**config.mk**
```make
export PLATFORM = sky130hd
export DESIGN_NAME = keyed_record_table
export DESIGN_NICKNAME = d
export VERILOG_FILES = /design/src/krt_pkg.sv /design/src/krt_cell.sv /design/src/keyed_record_table.sv
export SDC_FILE = /design/constraint.sdc
export NUM_CORES = 2
export LEC_CHECK = 0
export BUFFER_PORTS_ARGS = -buffer_cell sky130_fd_sc_hd__buf_2
export CAP_MARGIN = 20
export CORE_UTILIZATION = 55
export DETAILED_ROUTE_END_ITERATION = 10
export GPL_TIMING_DRIVEN = 1
export PLACE_DENSITY_LB_ADDON = 0.25
export SLEW_MARGIN = 20
export SYNTH_ARGS = -nofsm -noshare
export SYNTH_HDL_FRONTEND = slang
export SYNTH_SLANG_ARGS = --single-unit
```
**constraint.sdc**
```tcl
create_clock -name i_clk -period 6.25 [get_ports i_clk]
set_input_delay 0.625 -clock i_clk [delete_from_list [all_inputs] [get_ports i_clk]]
set_output_delay 0.625 -clock i_clk [all_outputs]
set_load 0.1 [all_outputs]
```
**src/krt_pkg.sv**
```systemverilog
`timescale 1ns / 1ps
// ----------------------------------------------------------------------------
// krt_pkg
// Shared types and codes for the keyed record table: operation and status
// codes, the controller state type and the probe that walks the cell chain.
// ----------------------------------------------------------------------------
package krt_pkg;

    localparam int KEY_W    = 32;
    localparam int GRADE_W  = 16;
    localparam int KIND_W   = 2;
    localparam int STATUS_W = 3;

    // Operation codes carried on the kind field
    typedef enum logic [KIND_W-1:0] {
        KIND_INSERT = 2'd0,
        KIND_LOOKUP = 2'd1,
        KIND_UPDATE = 2'd2
    } t_kind;

    // Result status codes
    typedef enum logic [STATUS_W-1:0] {
        ST_INSERTED  = 3'd0,
        ST_DUPLICATE = 3'd1,
        ST_FULL      = 3'd2,
        ST_FOUND     = 3'd3,
        ST_NOTFOUND  = 3'd4,
        ST_UPDATED   = 3'd5
    } t_status;

    // Controller states
    typedef enum logic [1:0] {
        CTL_IDLE,
        CTL_WALK,
        CTL_HOLD
    } t_ctl_state;

    // Probe that moves one cell per cycle along the chain
    typedef struct packed {
        logic                      vld;    // probe present in this stage
        logic [KIND_W-1:0]         kind;   // raw operation code
        logic signed [KEY_W-1:0]   key;    // key being searched
        logic [GRADE_W-1:0]        grade;  // grade to insert or update
        logic                      hit;    // an earlier cell held the key
        logic                      ins;    // an earlier cell took the insert
        logic [GRADE_W-1:0]        rgrade; // grade read on a lookup hit
    } t_probe;

endpackage

```
**src/krt_cell.sv**
```systemverilog
`timescale 1ns / 1ps
// ----------------------------------------------------------------------------
// krt_cell
// One table entry. Compares the passing probe with its stored key, takes an
// appended record or a grade update, and forwards the probe one stage on.
// ----------------------------------------------------------------------------
module krt_cell #(
    parameter int CELL_IDX = 0,
    parameter int SLOT_W   = 4,
    parameter int CNT_W    = 5
) (
    input  logic                 i_clk,
    input  logic                 i_rst_n,
    input  logic [CNT_W-1:0]     i_count,
    input  krt_pkg::t_probe      i_probe,
    input  logic [SLOT_W-1:0]    i_slot,
    output krt_pkg::t_probe      o_probe,
    output logic [SLOT_W-1:0]    o_slot
);

    logic signed [krt_pkg::KEY_W-1:0] r_key;
    logic [krt_pkg::GRADE_W-1:0]      r_grade;
    krt_pkg::t_probe                  r_probe;
    krt_pkg::t_probe                  n_probe;
    logic [SLOT_W-1:0]                r_slot;
    logic [SLOT_W-1:0]                n_slot;
    logic                             w_written;
    logic                             w_searched;
    logic                             w_match;
    logic                             w_append;

    // Only entries below the fill count hold a record
    assign w_written  = CNT_W'(CELL_IDX) < i_count;
    assign w_searched = (i_probe.kind == krt_pkg::KIND_INSERT)
                     || (i_probe.kind == krt_pkg::KIND_LOOKUP)
                     || (i_probe.kind == krt_pkg::KIND_UPDATE);
    assign w_match    = i_probe.vld && !i_probe.hit && !i_probe.ins && w_searched
                     && w_written && (r_key == i_probe.key);
    // The first free entry takes an insert that met no duplicate
    assign w_append   = i_probe.vld && !i_probe.hit && !i_probe.ins
                     && (i_probe.kind == krt_pkg::KIND_INSERT)
                     && (CNT_W'(CELL_IDX) == i_count);

    // Mark the probe on a hit or an append
    always_comb begin
        n_probe = i_probe;
        n_slot  = i_slot;
        if (w_match) begin
            n_probe.hit = 1'b1;
            n_slot      = SLOT_W'(CELL_IDX);
            if (i_probe.kind == krt_pkg::KIND_LOOKUP) begin
                n_probe.rgrade = r_grade;
            end
        end else if (w_append) begin
            n_probe.ins = 1'b1;
            n_slot      = SLOT_W'(CELL_IDX);
        end
    end

    // Write the entry on append or update
    always_ff @(posedge i_clk) begin
        if (w_append) begin
            r_key   <= i_probe.key;
            r_grade <= i_probe.grade;
        end else if (w_match && (i_probe.kind == krt_pkg::KIND_UPDATE)) begin
            r_grade <= i_probe.grade;
        end
    end

    // Advance the probe one stage
    always_ff @(posedge i_clk) begin
        if (!i_rst_n) begin
            r_probe.vld <= 1'b0;
        end else begin
            r_probe.vld <= n_probe.vld;
        end
        r_probe.kind   <= n_probe.kind;
        r_probe.key    <= n_probe.key;
        r_probe.grade  <= n_probe.grade;
        r_probe.hit    <= n_probe.hit;
        r_probe.ins    <= n_probe.ins;
        r_probe.rgrade <= n_probe.rgrade;
        r_slot         <= n_slot;
    end

    assign o_probe = r_probe;
    assign o_slot  = r_slot;

endmodule

```
**src/keyed_record_table.sv**
```systemverilog
`timescale 1ns / 1ps
// ----------------------------------------------------------------------------
// keyed_record_table
// Content-searched table of key/grade records built as a chain of cells.
// Each operation enters the chain as a probe and visits one entry per cycle.
//
//   channel  direction  handshake                  payload
//   in       to block   i_in_valid / o_in_ready    i_kind, i_key, i_grade
//   out      from block o_out_valid / i_out_ready  o_status, o_stored_grade,
//                                                  o_slot, o_entries_used
//
// One operation at a time: the probe walks the cell chain, waits in the
// result register while the output register is busy, then moves to the
// output register. The input is ready again in the same cycle the result
// shows there.
// The next item is taken as soon as the result reaches the output register,
// even while that result waits on i_out_ready.
// Reset clears the fill count and control state; stores need no clearing.
// ----------------------------------------------------------------------------
module keyed_record_table #(
    parameter int TABLE_DEPTH = 16,
    parameter int SLOT_W      = (TABLE_DEPTH > 1) ? $clog2(TABLE_DEPTH) : 1,
    parameter int CNT_W       = $clog2(TABLE_DEPTH + 1)
) (
    input  logic                               i_clk,
    input  logic                               i_rst_n,
    input  logic                               i_in_valid,
    output logic                               o_in_ready,
    input  logic [krt_pkg::KIND_W-1:0]         i_kind,
    input  logic signed [krt_pkg::KEY_W-1:0]   i_key,
    input  logic [krt_pkg::GRADE_W-1:0]        i_grade,
    output logic                               o_out_valid,
    input  logic                               i_out_ready,
    output logic [krt_pkg::STATUS_W-1:0]       o_status,
    output logic [krt_pkg::GRADE_W-1:0]        o_stored_grade,
    output logic [SLOT_W-1:0]                  o_slot,
    output logic [CNT_W-1:0]                   o_entries_used
);

    krt_pkg::t_ctl_state r_state;
    krt_pkg::t_ctl_state n_state;
    logic [CNT_W-1:0]    r_count;
    logic [CNT_W-1:0]    n_count;

    krt_pkg::t_probe     w_probe [TABLE_DEPTH+1];
    logic [SLOT_W-1:0]   w_slot  [TABLE_DEPTH+1];
    krt_pkg::t_probe     w_tail;
    logic                w_in_xfer;
    logic                w_move;

    logic [krt_pkg::STATUS_W-1:0] n_status;
    logic [krt_pkg::GRADE_W-1:0]  n_sgrade;
    logic [SLOT_W-1:0]            n_slot;

    logic [krt_pkg::STATUS_W-1:0] r_res_status;
    logic [krt_pkg::GRADE_W-1:0]  r_res_sgrade;
    logic [SLOT_W-1:0]            r_res_slot;
    logic [CNT_W-1:0]             r_res_used;

    logic                         r_out_vld;
    logic [krt_pkg::STATUS_W-1:0] r_out_status;
    logic [krt_pkg::GRADE_W-1:0]  r_out_sgrade;
    logic [SLOT_W-1:0]            r_out_slot;
    logic [CNT_W-1:0]             r_out_used;

    // Launch a fresh probe into the head of the chain
    assign w_in_xfer = i_in_valid && o_in_ready;

    // Fields in order: vld, kind, key, grade, hit, ins, rgrade
    assign w_probe[0] = {w_in_xfer, i_kind, i_key, i_grade, 1'b0, 1'b0,
                         {krt_pkg::GRADE_W{1'b0}}};
    assign w_slot[0]  = '0;

    // Cell chain, one entry per cell
    for (genvar g = 0; g < TABLE_DEPTH; g++) begin : g_cell
        krt_cell #(
            .CELL_IDX (g),
            .SLOT_W   (SLOT_W),
            .CNT_W    (CNT_W)
        ) u_cell (
            .i_clk   (i_clk),
            .i_rst_n (i_rst_n),
            .i_count (r_count),
            .i_probe (w_probe[g]),
            .i_slot  (w_slot[g]),
            .o_probe (w_probe[g+1]),
            .o_slot  (w_slot[g+1])
        );
    end

    assign w_tail = w_probe[TABLE_DEPTH];

    // Turn the finished probe into a status
    always_comb begin
        n_status = krt_pkg::ST_NOTFOUND;
        n_sgrade = '0;
        n_slot   = '0;
        unique case (w_tail.kind)
            krt_pkg::KIND_INSERT: begin
                if (w_tail.ins) begin
                    n_status = krt_pkg::ST_INSERTED;
                    n_slot   = w_slot[TABLE_DEPTH];
                end else if (w_tail.hit) begin
                    n_status = krt_pkg::ST_DUPLICATE;
                    n_slot   = w_slot[TABLE_DEPTH];
                end else begin
                    n_status = krt_pkg::ST_FULL;
                end
            end
            krt_pkg::KIND_LOOKUP: begin
                if (w_tail.hit) begin
                    n_status = krt_pkg::ST_FOUND;
                    n_sgrade = w_tail.rgrade;
                    n_slot   = w_slot[TABLE_DEPTH];
                end
            end
            krt_pkg::KIND_UPDATE: begin
                if (w_tail.hit) begin
                    n_status = krt_pkg::ST_UPDATED;
                    n_slot   = w_slot[TABLE_DEPTH];
                end
            end
            default: begin
                n_status = krt_pkg::ST_NOTFOUND;
            end
        endcase
    end

    // Bump the fill count when an append completes
    assign n_count = (w_tail.vld && w_tail.ins) ? r_count + CNT_W'(1) : r_count;

    // Controller next state
    always_comb begin
        n_state = r_state;
        unique case (r_state)
            krt_pkg::CTL_IDLE: if (w_in_xfer)   n_state = krt_pkg::CTL_WALK;
            krt_pkg::CTL_WALK: if (w_tail.vld)  n_state = krt_pkg::CTL_HOLD;
            krt_pkg::CTL_HOLD: if (w_move)      n_state = krt_pkg::CTL_IDLE;
            default:                            n_state = krt_pkg::CTL_IDLE;
        endcase
    end

    // Controller outputs
    always_comb begin
        o_in_ready = 1'b0;
        w_move     = 1'b0;
        unique case (r_state)
            krt_pkg::CTL_IDLE: o_in_ready = 1'b1;
            krt_pkg::CTL_WALK: o_in_ready = 1'b0;
            krt_pkg::CTL_HOLD: w_move     = !r_out_vld || i_out_ready;
            default:           o_in_ready = 1'b0;
        endcase
    end

    always_ff @(posedge i_clk) begin
        if (!i_rst_n) begin
            r_state <= krt_pkg::CTL_IDLE;
            r_count <= '0;
        end else begin
            r_state <= n_state;
            r_count <= n_count;
        end
    end

    // Hold the result while the output register is busy
    always_ff @(posedge i_clk) begin
        if (w_tail.vld) begin
            r_res_status <= n_status;
            r_res_sgrade <= n_sgrade;
            r_res_slot   <= n_slot;
            r_res_used   <= n_count;
        end
    end

    // Output register: load on move, drop on transfer
    always_ff @(posedge i_clk) begin
        if (!i_rst_n) begin
            r_out_vld <= 1'b0;
        end else if (w_move) begin
            r_out_vld <= 1'b1;
        end else if (i_out_ready) begin
            r_out_vld <= 1'b0;
        end
    end

    always_ff @(posedge i_clk) begin
        if (w_move) begin
            r_out_status <= r_res_status;
            r_out_sgrade <= r_res_sgrade;
            r_out_slot   <= r_res_slot;
            r_out_used   <= r_res_used;
        end
    end

    assign o_out_valid    = r_out_vld;
    assign o_status       = r_out_status;
    assign o_stored_grade = r_out_sgrade;
    assign o_slot         = r_out_slot;
    assign o_entries_used = r_out_used;

endmodule

```
==> run metrics <==
CTS buffer count 173; gr ovfl total 0; Multi-input gate area 0.0107 mm2; sequential-to-total area share from yosys stat 81.0%; Clock Skews 18.5 ps; via count of the first global-routing pass 26156; initial core utilization 55.8%; max-cap violations 0; status finished, final reports clean; H-tree levels 4; Yosys cell types 67; Post-synth ARST share 0%; diode count 0; static leakage 24.7 nW; row cnt 118; register area 0.0470 mm2; drt first pass iters 5; DRC 0; final core utilization 64.0%; Die Width 327 um; nets@finish 3692; core area 0.104 mm2; post-synth top area cell edfxtp_1; Post-DRT Antenna Nets 0; final setup vio count 0; HP Class in2reg; Post-Syn Area 0.0580 mm2; ys flop type dfxtp_1; crit path time final 3650 ps; CP Capture Type flop; Synth area leaders edfxtp_1 (43%), dfxtp_1 (38%), mux2_2 (4.6%); Combinational Power Share 1.1%; share of cells above drive strength 1 17.4%; initial antenna violation count 0; Max Fclk 0.274 GHz; switching power share of the total 18.9%; synthesized area per cell 17.5 um2; Setup CP Type reg2reg; # fillers 7194; Int Pwr 19.7 mW; P_sw 4.60 mW; register bit total from synthesis 1937; Post-DP HPWL 62700 um; Startpoint Class flop; DRT iter0 DRCs 1280; sum of negative setup slack 0 ps; worst path arrival time 4270 ps; unrepaired setup endpoints after global routing no; Final Max Slew Viols 0; PwrDens 365 mW/mm2; area of the die 0.107 mm2; design area 0.0666 mm2; clock-pin slew on the worst setup and hold paths 60 ps; Mapped Nets 3384; pre-CTS WS 2320 ps; Worst VDD drop 0.282 mV; largest net degree at the start of global routing 37; most frequent cells in the layout dfxtp_1 (1112), edfxtp_1 (824), xnor2_1 (298); Critical Path Fanout Max 16; gr usage total 17.2%; Synth top area share 42.6%; commonest non-fill, non-tap cell in the layout dfxtp_1; I/O pins 84; final WL 90300 um; CTS root buf clkbuf_16; worst slew pin tran 1040 ps; Area Overhead vs Synth 14.7%; Warnings, synthesis 0; routability cong. 0.837; Final Hold Viols 0; placed standard-cell area 0.0603 mm2; per-cell routed wire length 17.5 um; Post-synth EDFFs 824; Gate Count Post-Synth 3323; Max clock buf depth 3; clk_lat worst skew 740 ps; Slew HR 30.4%; Port Buf Inserts 83; Critical Path RT 6870 ps; Clock power frac 42.6%; first-pass GRT wire length 143000 um; clk sinks 1937; via count 25122; vias per std cell 4.87; Reg power frac 56.3%; Final Cycle Share 58.4%; chip height 327 um; final worst slack 2600 ps; CTS tree built
[final cells by class]
type | count | share of cell area, %
sequential | 1937 | 70.6
multi-input combinational | 1304 | 16.1
clock buffer | 280 | 7.98
tap | 1380 | 2.59
timing repair buffer | 159 | 1.71
clock inverter | 44 | 0.658
inverter | 56 | 0.316
[cell usage after synthesis, drive strengths merged (27+ instances only)]
cell / n
nor4: 58
xor2: 185
dfxtp: 1113
nand4: 92
and2: 46
mux2: 241
xnor2: 298
nand2b: 55
nor2: 27
nor3b: 28
edfxtp: 824
inv: 56
nand2: 42
and3: 36
[state kept, by name (all words and copies together) (netlist names), 4 cells and up]
register / cells
o_entries_used: 5
g_cell.u_cell.r_grade: 256
r_res_used: 5
g_cell.u_cell.o_slot: 49
g_cell.u_cell.o_probe: 1056
g_cell.u_cell.r_key: 512
r_res_sgrade: 16
o_slot: 4
o_stored_grade: 16
r_res_slot: 4
r_count: 5
[per-layer routing]
metal	track usage [%]	vias to the layer above	share of wire (%)
met1	20.6	12033	42
met5	0	-	0
met2	30.2	437	51
li1	-	12446	-
met4	7.53	0	3.6
met3	3.35	206	3.7
[critical path, cell delays in order (launching register included)]
cell,delay (ps)
dfxtp_1,660
nand2_1,380
a2111oi_0,790
nand4_1,500
nor3b_4,780
mux2_2,420
[final timing paths]
| kind | slack (ps) | start | end | cells after the start |
|---|---|---|---|---|
| max | 2600 | r_count[2] | g_cell[5].u_cell.o_probe[8] | 5 |
| min | 50 | i_key[13] | g_cell[0].u_cell.o_probe[47] | 1 |
| max reg2reg | 2600 | r_count[2] | g_cell[5].u_cell.o_probe[8] | 5 |
| min reg2reg | 340 | g_cell[11].u_cell.o_probe[21] | g_cell[12].u_cell.o_probe[21] | 0 |
[per-stage QoR]
| step | std cells | hold WS [ps] | power (mW) |
|---|---|---|---|
| 2_1_floorplan | 3323 | 327 | 14.0 |
| 3_3_place_gp | 4786 | 329 | 14.2 |
| 3_5_place_dp | 4789 | 332 | 14.2 |
| 4_1_cts | 5158 | 2.39 | 24.5 |
| 5_1_grt | 5160 | 21.3 | 25.1 |
| 6_report | 5160 | 52.9 | 24.3 |
[power groups by stage]
stage	Clock (mW)	Sequential, mW	Combinational (mW)
2_1_floorplan	0	13.9	0.170
3_3_place_gp	0	13.9	0.237
3_5_place_dp	0	14.0	0.243
4_1_cts	10.6	13.7	0.267
5_1_grt	11.1	13.7	0.288
6_report	10.4	13.7	0.264
[cell families after synthesis]
logic type | after synthesis | share of synthesized area [%]
buf+inv | 82 | 0.599
simple gates | 500 | 5.34
xor+xnor | 483 | 7.29
compound gates | 71 | 0.899
fa+ha+maj | 7 | 0.151
mux | 243 | 4.71
flops | 1937 | 81.0
[timing repair]
item,CTS,global route
endpoints found under the hold margin,45,0
gates resized for setup,0,0
hold buffers,45,0
endpoints found under the setup margin,0,0
setup buffers,0,0
Power figures use the tool's default switching activity.
